`src/hw/rtl/rdsm_pkg.sv`:
```
// Shared constants and types for the dot-star regular expression matcher.
`default_nettype none

package rdsm_pkg;

   localparam int MAX_TOKENS_DEFAULT = 32;

   localparam logic [7:0] CH_STAR = 8'h2A;
   localparam logic [7:0] CH_DOT  = 8'h2E;

   typedef enum logic [1:0] {
      FUNC_CLEAR  = 2'd0,
      FUNC_APPEND = 2'd1,
      FUNC_TEXT   = 2'd2,
      FUNC_END    = 2'd3
   } func_type;

endpackage

`default_nettype wire

```
`src/hw/rtl/regex_dot_star_matcher.sv`:
```
// An end-of-text transaction moves from the input register to the result register.
// Throughput: one transaction per cycle except when stalled as described below; the
// pattern store and active-position set update in a single pass between the input
// register and the result register. The result register stalls the input side only
// when it holds an untaken result and an end-of-text transaction waits behind it.
// Reset (synchronous, active high) empties the pattern, clears the error flag and
// leaves only the start position active; token storage itself is not reset.
`default_nettype none

module regex_dot_star_matcher #(
   parameter int MAX_TOKENS = rdsm_pkg::MAX_TOKENS_DEFAULT
) (
   input  wire logic       clock,
   input  wire logic       reset,
   input  wire logic       req_tvalid,
   output logic            req_tready,
   input  wire logic [7:0] req_tdata,   // [7:0] char_in
   input  wire logic [1:0] req_tuser,   // [1:0] func
   output logic            rsp_tvalid,
   input  wire logic       rsp_tready,
   output logic [7:0]      rsp_tdata    // [0] matched, [1] pattern_error, [7:2] zero
);
   import rdsm_pkg::*;

   localparam int NPOS  = MAX_TOKENS + 1;
   localparam int CNT_W = $clog2(MAX_TOKENS + 1);
   localparam int IDX_W = (MAX_TOKENS > 1) ? $clog2(MAX_TOKENS) : 1;

   // carry-style prefix closure: position j is live if some live position i <= j
   // reaches it by skipping only starred tokens
   function automatic logic [NPOS-1:0] close_set(input logic [NPOS-1:0] act,
                                                 input logic [NPOS-1:0] skip);
      logic [NPOS-1:0] g;
      logic [NPOS-1:0] p;
      logic [NPOS-1:0] g_lvl;
      logic [NPOS-1:0] p_lvl;
      g = act;
      p = skip;
      for (int d = 1; d < NPOS; d = d * 2) begin
         g_lvl = g;
         p_lvl = p;
         for (int j = d; j < NPOS; j++) begin
            g[j] = g_lvl[j] | (p_lvl[j] & g_lvl[j-d]);
            p[j] = p_lvl[j] & p_lvl[j-d];
         end
      end
      return g;
   endfunction

   // input register
   logic            s1_valid_ff, s1_valid_in;
   func_type        s1_func_ff;
   logic [7:0]      s1_char_ff;

   // pattern and matcher state
   logic [7:0]      token_byte_ff    [MAX_TOKENS];
   logic            token_starred_ff [MAX_TOKENS];
   logic [CNT_W-1:0] count_ff, count_in;
   logic            bad_ff, bad_in;
   logic [NPOS-1:0] active_ff, active_in;

   // result register
   logic            rsp_valid_ff, rsp_valid_in;
   logic            matched_ff, error_ff;

   logic            s1_move;
   logic            req_accept;
   logic [MAX_TOKENS-1:0] in_use;
   logic [NPOS-1:0] skip;
   logic [NPOS-1:0] closed;
   logic [NPOS-1:0] stay;
   logic [NPOS-1:0] adv;
   logic [NPOS-1:0] nxt;
   logic [CNT_W-1:0] count_dec;
   logic [IDX_W-1:0] last_idx;
   logic [IDX_W-1:0] wr_idx;
   logic            wr_token;
   logic            set_star;
   logic            end_match;

   assign s1_move    = s1_valid_ff &&
                       ((s1_func_ff != FUNC_END) || !rsp_valid_ff || rsp_tready);
   assign req_tready = !s1_valid_ff || s1_move;
   assign req_accept = req_tvalid && req_tready;

   assign count_dec = count_ff - CNT_W'(1);
   assign last_idx  = count_dec[IDX_W-1:0];
   assign wr_idx    = count_ff[IDX_W-1:0];

   always_comb begin
      in_use = '0;
      skip   = '0;
      stay   = '0;
      adv    = '0;
      for (int k = 0; k < MAX_TOKENS; k++) begin
         in_use[k]  = CNT_W'(k) < count_ff;
         skip[k+1]  = in_use[k] & token_starred_ff[k];
      end
      closed = close_set(active_ff, skip);
      for (int k = 0; k < MAX_TOKENS; k++) begin
         if (closed[k] && in_use[k] &&
             (token_byte_ff[k] == CH_DOT || token_byte_ff[k] == s1_char_ff)) begin
            stay[k]  = token_starred_ff[k];
            adv[k+1] = !token_starred_ff[k];
         end
      end
      nxt       = stay | adv;
      end_match = closed[count_ff] && !bad_ff;
   end

   always_comb begin
      s1_valid_in  = s1_valid_ff;
      count_in     = count_ff;
      bad_in       = bad_ff;
      active_in    = active_ff;
      rsp_valid_in = rsp_valid_ff;
      wr_token     = 1'b0;
      set_star     = 1'b0;
      if (rsp_valid_ff && rsp_tready) begin
         rsp_valid_in = 1'b0;
      end
      if (s1_move) begin
         s1_valid_in = 1'b0;
         unique case (s1_func_ff)
            FUNC_CLEAR: begin
               count_in  = '0;
               bad_in    = 1'b0;
               active_in = NPOS'(1);
            end
            FUNC_APPEND: begin
               active_in = NPOS'(1);
               if (s1_char_ff == CH_STAR) begin
                  if (count_ff == '0 || token_starred_ff[last_idx]) begin
                     bad_in = 1'b1;
                  end else begin
                     set_star = 1'b1;
                  end
               end else if (count_ff >= CNT_W'(MAX_TOKENS)) begin
                  bad_in = 1'b1;
               end else begin
                  wr_token = 1'b1;
                  count_in = count_ff + CNT_W'(1);
               end
            end
            FUNC_TEXT: begin
               active_in = nxt;
            end
            FUNC_END: begin
               active_in    = NPOS'(1);
               rsp_valid_in = 1'b1;
            end
            default: begin
               active_in = active_ff;
            end
         endcase
      end
      if (req_accept) begin
         s1_valid_in = 1'b1;
      end
   end

   always_ff @(posedge clock) begin
      if (reset) begin
         s1_valid_ff  <= 1'b0;
         count_ff     <= '0;
         bad_ff       <= 1'b0;
         active_ff    <= NPOS'(1);
         rsp_valid_ff <= 1'b0;
      end else begin
         s1_valid_ff  <= s1_valid_in;
         count_ff     <= count_in;
         bad_ff       <= bad_in;
         active_ff    <= active_in;
         rsp_valid_ff <= rsp_valid_in;
      end
   end

   // payload and token storage, no reset
   always_ff @(posedge clock) begin
      if (req_accept) begin
         s1_func_ff <= func_type'(req_tuser);
         s1_char_ff <= req_tdata;
      end
      if (wr_token) begin
         token_byte_ff[wr_idx]    <= s1_char_ff;
         token_starred_ff[wr_idx] <= 1'b0;
      end
      if (set_star) begin
         token_starred_ff[last_idx] <= 1'b1;
      end
      if (s1_move && s1_func_ff == FUNC_END) begin
         matched_ff <= end_match;
         error_ff   <= bad_ff;
      end
   end

   assign rsp_tvalid = rsp_valid_ff;
   assign rsp_tdata  = {6'b000000, error_ff, matched_ff};

endmodule

`default_nettype wire

```
`config.mk`:
```
export PLATFORM = sky130hd
export DESIGN_NAME = regex_dot_star_matcher
export DESIGN_NICKNAME = d
export VERILOG_FILES = /design/src/hw/rtl/rdsm_pkg.sv /design/src/hw/rtl/regex_dot_star_matcher.sv
export SDC_FILE = /design/constraint.sdc
export NUM_CORES = 1
export LEC_CHECK = 0
export BUFFER_PORTS_ARGS = -buffer_cell sky130_fd_sc_hd__buf_2
export CORE_MARGIN = 5
export CORE_UTILIZATION = 30
export CTS_BUF_LIST = sky130_fd_sc_hd__clkbuf_4
export DETAILED_ROUTE_END_ITERATION = 10
export RECOVER_POWER = 100
export SLEW_MARGIN = 20
export SYNTH_ARGS = -nofsm -noshare
export SYNTH_HDL_FRONTEND = slang
export SYNTH_SLANG_ARGS = --single-unit
```
`constraint.sdc`:
```
create_clock -name clock -period 5.4 [get_ports clock]
set_input_delay 1.08 -clock clock [delete_from_list [all_inputs] [get_ports clock]]
set_output_delay 1.08 -clock clock [all_outputs]
set_load 0.01 [all_outputs]
```
# --- Yosys cells after proc, flatten, opt, wreduce, memory -nomap -nowiden ---
# Memory sizes are Yosys's and may differ from the RTL's.
# Cells that the tools add are included.
totals:
  mem_bits_rw: 288
  memories: 2
  out_inout_bits: 10
  input_bits: 14
  elab_cells: 768
  register_bits: 54
memory_table:
  columns: ["memory", "depth", "word_bits", "rd", "rd_ports_with_merged_regs", "wr", "line_no", "source"]
  rows:
  - ["token_byte_ff", 32, 8, 32, 0, 1, "regex_dot_star_matcher.sv:56", "logic [7:0] token_byte_ff [MAX_TOKENS];"]
  - ["token_starred_ff", 32, 1, 33, 0, 1, "regex_dot_star_matcher.sv:57", "logic token_starred_ff [MAX_TOKENS];"]
op_classes:
  eq_ne: 73
  order_cmp: 34
  n_mux: 94
  n_reduce_logical: 148
  add_sub_neg: 2
  bitwise: 406
op_table:
  columns: ["operator", "count"]
  rows:
  - ["$and A1 B1 Y1", 270]
  - ["$eq A8 B6 Y1 const B", 33]
  - ["$eq A8 B8 Y1", 32]
  - ["$or A1 B1 Y1", 135]
  - ["$lt A5 B6 Y1 const A", 16]
  - ["$mux W1", 87]
  - ["$logic_and A1 B1 Y1", 69]
  - ["$pmux W33 S2", 1]
  - ["$lt A4 B6 Y1 const A", 8]
  - ["$logic_or A1 B1 Y1", 36]
  - ["$logic_not A1 Y1", 35]
  - ["$or A32 B33 Y33", 1]
  - ["$lt A3 B6 Y1 const A", 4]
  - ["$lt A1 B6 Y1 const A", 2]
  - ["$lt A2 B6 Y1 const A", 2]
  - ["$mux W6", 2]
  - ["$pmux W6 S2", 1]
  - ["$reduce_and A4 Y1", 2]
  - ["$lt A6 B7 Y1 const B", 1]
  - ["$add A6 B1 Y6 const B", 1]
  - ["$bmux W1 S6", 1]
  - ["$ge A6 B6 Y1 const B", 1]
  - ["$logic_not A6 Y1", 1]
  - ["$ne A2 B2 Y1 const B", 3]
  - ["other kinds (10)", 13]

# --- Logic depth before layout (Yosys ltp) ---
logic_depth:
  word_depth: 17
  depth_mapped: 16

# --- Worst setup path before layout ---
# No wires, ideal clock.
synth_path:
  kind: "register to register"
  start: "reg count_ff[0]"
  end: "mem token_starred_ff[6] (enable)"
  setup_slack_ps: 1115
  stages_incl_launch_ff: 15
  t_arrival_ps: 3984
  setup_ps: 301
  n_path_buf: 2
  cell_sequence: "dfxtp_1 buf_2 clkinv_1 ha_1 clkbuf_1 mux4_2 mux4_2 mux2i_1 nand3_1 inv_1 nand2_1 mux2_2 nor2_1 a31oi_1 nor2_1"
synth_between:
  elab_chain_cells: 11
  word_cells_on_any_way: 20
synth_rtl:
  columns: ["element", "line_no", "source"]
  rows:
  - ["start: declaration", "regex_dot_star_matcher.sv:58", "logic [CNT_W-1:0] count_ff, count_in;"]
  - ["start signal: assignment", "regex_dot_star_matcher.sv:171", "count_ff <= count_in;"]
  - ["$sub A5 B1 Y5", "regex_dot_star_matcher.sv:86", "assign count_dec = count_ff - CNT_W'(1);"]
  - ["$mem_v2 Z32 W1", null, null]
  - ["$logic_or A1 B1 Y1 (*)", "regex_dot_star_matcher.sv:133", "if (count_ff == '0 || token_starred_ff[last_idx]) begin"]
  - ["$mux W1 (*)", "regex_dot_star_matcher.sv:133", null]
  - ["$mux W1 (*)", "regex_dot_star_matcher.sv:132", "if (s1_char_ff == CH_STAR) begin"]
  - ["$mux W1 (*)", "regex_dot_star_matcher.sv:124", "unique case (s1_func_ff)"]
  - ["$mux W1 (*)", "regex_dot_star_matcher.sv:122", "if (s1_move) begin"]
  - ["named net set_star", "regex_dot_star_matcher.sv:78", "logic set_star;"]
  - ["$mux W1 (*)", "regex_dot_star_matcher.sv:188", "if (set_star) begin"]
  - ["$mux W1 (implied by the code) (*)", "regex_dot_star_matcher.sv:189", "token_starred_ff[last_idx] <= 1'b1;"]
  - ["$reduce_or A1 Y1 (no line)", null, null]
  - ["$mux W5 (no line) or $mux W1 (tied branches)", null, null]
  - ["end: declaration", "regex_dot_star_matcher.sv:57", null]
# Mark *: on every way through the listed nets, which the timed path passes. The rest lies on a longest branch.

# --- Final worst setup path ---
layout_path:
  start: "reg count_ff[5]"
  end: "reg matched_ff, data pin"
layout_between:
  elab_chain_cells: 16
  word_cells_on_any_way: 440
layout_rtl:
  columns: ["element", "line_no", "source"]
  rows:
  - ["$lt A1 B6 Y1", "regex_dot_star_matcher.sv:96", "in_use[k] = CNT_W'(k) < count_ff;"]
  - ["$and A1 B1 Y1", "regex_dot_star_matcher.sv:97", "skip[k+1] = in_use[k] & token_starred_ff[k];"]
  - ["$and A1 B1 Y1", "regex_dot_star_matcher.sv:43", "g[j] = g_lvl[j] | (p_lvl[j] & g_lvl[j-d]);"]
  - ["$or A1 B1 Y1", "regex_dot_star_matcher.sv:43", null]
  - ["$and A1 B1 Y1", "regex_dot_star_matcher.sv:43", null]
  - ["$or A1 B1 Y1", "regex_dot_star_matcher.sv:43", null]
  - ["$and A1 B1 Y1", "regex_dot_star_matcher.sv:43", null]
  - ["$or A1 B1 Y1", "regex_dot_star_matcher.sv:43", null]
  - ["$and A1 B1 Y1", "regex_dot_star_matcher.sv:43", null]
  - ["$or A1 B1 Y1", "regex_dot_star_matcher.sv:43", null]
  - ["$and A1 B1 Y1", "regex_dot_star_matcher.sv:43", null]
  - ["$or A1 B1 Y1 (2 in a row)", "regex_dot_star_matcher.sv:43", null]
  - ["$bmux W1 S6 (*)", "regex_dot_star_matcher.sv:108", "end_match = closed[count_ff] && !bad_ff;"]
  - ["$mux W1 (implied by the code) (*)", "regex_dot_star_matcher.sv:108", null]
  - ["$logic_and A1 B1 Y1 (*)", "regex_dot_star_matcher.sv:108", null]
  - ["named net end_match", "regex_dot_star_matcher.sv:79", "logic end_match;"]
  - ["end signal: assignment", "regex_dot_star_matcher.sv:192", "matched_ff <= end_match;"]
  - ["end: declaration", "regex_dot_star_matcher.sv:64", "logic matched_ff, error_ff;"]
# Mark *: on every way through the listed nets, which the timed path passes. The rest lies on a longest branch. The select of a mux whose other input is x is not followed.
# A chain may end at the register's enable or synchronous reset.

==> results.py <==
metrics = {
    "placed_design": {
        "hpwl_um": 32850,
        "place_area_um2": 18720,
        "routabilityCongestion": 0.9345,
        "dp_slack_ns": 1.191,
        "port_buffers": 17,
    },
    "clocking": {
        "cts_buffers": 88,
        "cts_buffer_depth": 3,
        "cts_max_level": 3,
        "cts_root_buf": "clkbuf_4",
        "cts_tree": "done",
        "cts_hold_buf": 0,
        "postCtsSetupBuffers": 0,
        "clk_pin_slew_ns": 0.07,
        "clock-sinks": 342,
        "cts-resized-gates": 0,
        "clock_latency_ns": 0.75,
    },
    "layout": {
        "syn2layout_area_growth_pct": 11.39,
        "fin_area_um2": 19770,
        "nNetsFinal": 1624,
        "fill_cells": 5926,
        "drive_above_1_share": 0.1254,
    },
    "floorplan": {
        "core-area_um2": 58800,
        "die_area_um2": 64110,
        "start_util": 0.3018,
        "die-height_um": 253.2,
        "io_pins": 24,
        "die_x_um": 253.2,
        "rows": 89,
    },
    "sta": {
        "drv_slew": 300,
        "setup_viol": 0,
        "setup_tns_ns": 0,
        "timing.final.crit_share": 0.8704,
        "hold_ws_ns": 0.4833,
        "relSlewSlack": -0.5605,
        "skew_ns": 0.03418,
        "rsz0062_at_grt": "false",
        "worst_pin_slew_ns": 2.341,
        "period_minus_slack_ns": 4.700,
        "hold_viol": 0,
        "setup_ws_ns": 0.6999,
        "max_clock_freq_mhz": 212.8,
    },
    "yosys": {
        "avgSynthCellArea_um2": 11.54,
        "async_reset_ff_frac": 0,
        "yosys_warnings": 0,
        "netlist_instances": 1537,
        "synthesis.area_um2": 17740,
        "ys_ff_latch": 342,
        "synth_flop_cell": "edfxtp_1",
        "synth_edf_count": 300,
        "ys_seq_area_frac": 0.5551,
        "synth_cell_types": 83,
    },
    "pwr": {
        "p_seq_frac": 0.542,
        "vdd_drop_max_uv": 110.6,
        "power.share.combinational": 0.047,
        "clkPwrFrac": 0.411,
        "swShare": 0.2271,
        "power_density_nw_per_um2": 269.2,
        "p_switching_mw": 1.208,
        "p_int_mw": 4.113,
        "p_leak_nw": 6.242,
    },
    "global_route": {
        "grt_max_degree": 41,
        "grt_usage": 0.1501,
        "grt_first_pass_wirelength_um": 75830,
        "grt_pass1_vias": 13130,
        "overflow": 0,
        "antenna_found_initial": 1,
    },
    "setup_path": {
        "worstPathCellList": "clkbuf_1 -> inv_1 -> a21oi_1 -> nand2_1 -> nor2_1 -> o211ai_1 -> a2111oi_0 -> a2bb2oi_1 -> o21ai_0 -> and4_4 -> nor4_2",
        "slowest_stage": "a2111oi_0",
        "cp.required_ns": 5.94,
        "critPathKind": "register to register",
        "worst_path_largest_cell_delay_ns": 0.98,
        "worst-path-max-fanout": 16,
        "critPathCaptureType": "register",
        "arrival_ns": 5.24,
        "start_kind": "register",
    },
    "min_path": {
        "min_path_type": "register to register",
    },
    "run_status": {
        "violations": "DRC, capacitance limit, slew limit",
        "status": "finished with violations",
    },
    "routing": {
        "totalWireLength_um": 49090,
        "drt-vias-per-instance": 5.248,
        "drc": 2,
        "wl_per_cell_um": 20.03,
        "vias": 12860,
        "drtAntennaViolNets": 0,
        "dr.pass1.iters": 8,
        "first_iter_violations": 933,
    },
    "flow_run": {
        "maxCapViolations": 11,
    },
}
## metrics by stage
step	power [mW]	util	std cells
3_3_place_gp	3.189	0.3184	2288
5_1_grt	5.568	0.3361	2450
4_1_cts	5.410	0.3374	2447
3_5_place_dp	3.195	0.3184	2288
6_report	5.321	0.3362	2451
2_1_floorplan	3.116	-	1542
## cell families after synthesis
kind of cell               Yosys count  synth area share
and+or+nand+nor                    499            0.1515
AOI/OAI and AO/OA                  296            0.1156
DFF                                342            0.5551
muxes                               14           0.01572
other                                1         0.0002113
buffers and inverters              120           0.02997
adders and majority gates            5          0.003526
xor gates and xnor gates           260            0.1283
## worst max-delay path: cells and delay by family (launching register included)
| kind | cells | cell delay (ns) |
|---|---|---|
| AOI/OAI and AO/OA | 5 | 1.88 |
| buffers and inverters | 2 | 1.21 |
| DFF | 1 | 0.61 |
| and+or+nand+nor | 4 | 0.79 |
## layout make-up
type	count	area, um^2	share of cell area
Sequential cell	342	9849	0.4983
Timing Repair Buffer	57	317.8	0.01608
Clock inverter	36	193.9	0.009812
Antenna cell	4	10.01	0.0005064
Tap cell	773	967.2	0.04893
Clock buffer	123	923.4	0.04672
Multi-Input combinational cell	1080	7368	0.3728
Inverter	36	135.1	0.006837
## power by group through the flow
stage	Combinational, mW	Clock (mW)	Sequential [mW]
after floorplan	0.165	0	2.95
after global placement	0.250	0	2.94
after detailed placement	0.256	0	2.94
after CTS	0.257	2.27	2.88
after global routing	0.275	2.41	2.88
final	0.250	2.19	2.88
## Yosys cell counts (10+ instances only)
cell type  instances  area share
a21o_1            10      0.0042
a21oi_1           54       0.015
a22oi_1           24       0.010
a31oi_1           20      0.0071
buf_1             15      0.0032
buf_4             10      0.0042
clkbuf_1          49       0.010
dfxtp_1           42       0.047
edfxtp_1         300        0.51
inv_1             35      0.0074
mux4_2            11       0.014
nand2_1           68       0.014
nand2b_1          16      0.0056
nand3_1           28      0.0079
nand4_1           71       0.025
nand4b_1          11      0.0054
nor2_1           140       0.030
nor2b_1           28      0.0099
nor3_1            32      0.0090
nor4_1            34       0.012
nor4b_1           22       0.011
o211ai_1          13      0.0055
o21ai_0           61       0.017
o22ai_1           18      0.0063
xnor2_1          178       0.088
xor2_1            82       0.040
## metal layers
metal  part of all wire  global-route usage  up-vias
met2               0.47              0.2408      469
met4              0.039             0.06679        0
li1                   -                   -     5968
met3              0.064             0.03112      113
met5                  0                   0        -
met1               0.43              0.1966     6314
## layout by cell type (no fill, tap or decap), types with 6 or more instances in the layout
cell type,instances
edfxtp_1,300
o21bai_1,6
xor2_1,82
buf_2,11
a22oi_1,24
inv_1,35
clkinv_1,27
nand4_1,71
conb_1,6
buf_4,24
nor3_1,32
nor4b_1,22
o211ai_1,13
o21a_1,6
and2_1,6
and3_1,8
nand4b_1,11
mux4_2,11
nor2_1,140
dfxtp_1,42
a21oi_1,54
clkbuf_1,22
o22ai_1,18
or3_1,7
nand2b_1,16
nor2b_1,28
o21ai_0,63
nand2_1,68
nor4_1,34
a31o_2,7
o31ai_1,7
a31oi_1,20
a21o_1,10
clkbuf_4,123
nand3_1,28
xnor2_1,178
a211o_1,8
## final timing paths
| kind | from | to | slack (ns) | depth (start not counted) |
|---|---|---|---|---|
| min | active_ff[25] | active_ff[25] | 0.48 | 2 |
| max | count_ff[5] | matched_ff | 0.70 | 11 |
| min reg2reg | active_ff[25] | active_ff[25] | 0.48 | 2 |
| max reg2reg | count_ff[5] | matched_ff | 0.70 | 11 |
## flip-flops by register name, indices dropped and copies added (netlist names)
| name | flops |
|---|---|
| matched_ff | 1 |
| token_starred_ff | 32 |
| bad_ff | 1 |
| active_ff | 33 |
| rsp_tvalid | 1 |
| count_ff | 6 |
| s1_char_ff | 8 |
| s1_func_ff | 2 |
| error_ff | 1 |
| s1_valid_ff | 1 |
| token_byte_ff | 256 |
(Power assumes the default switching activity.)
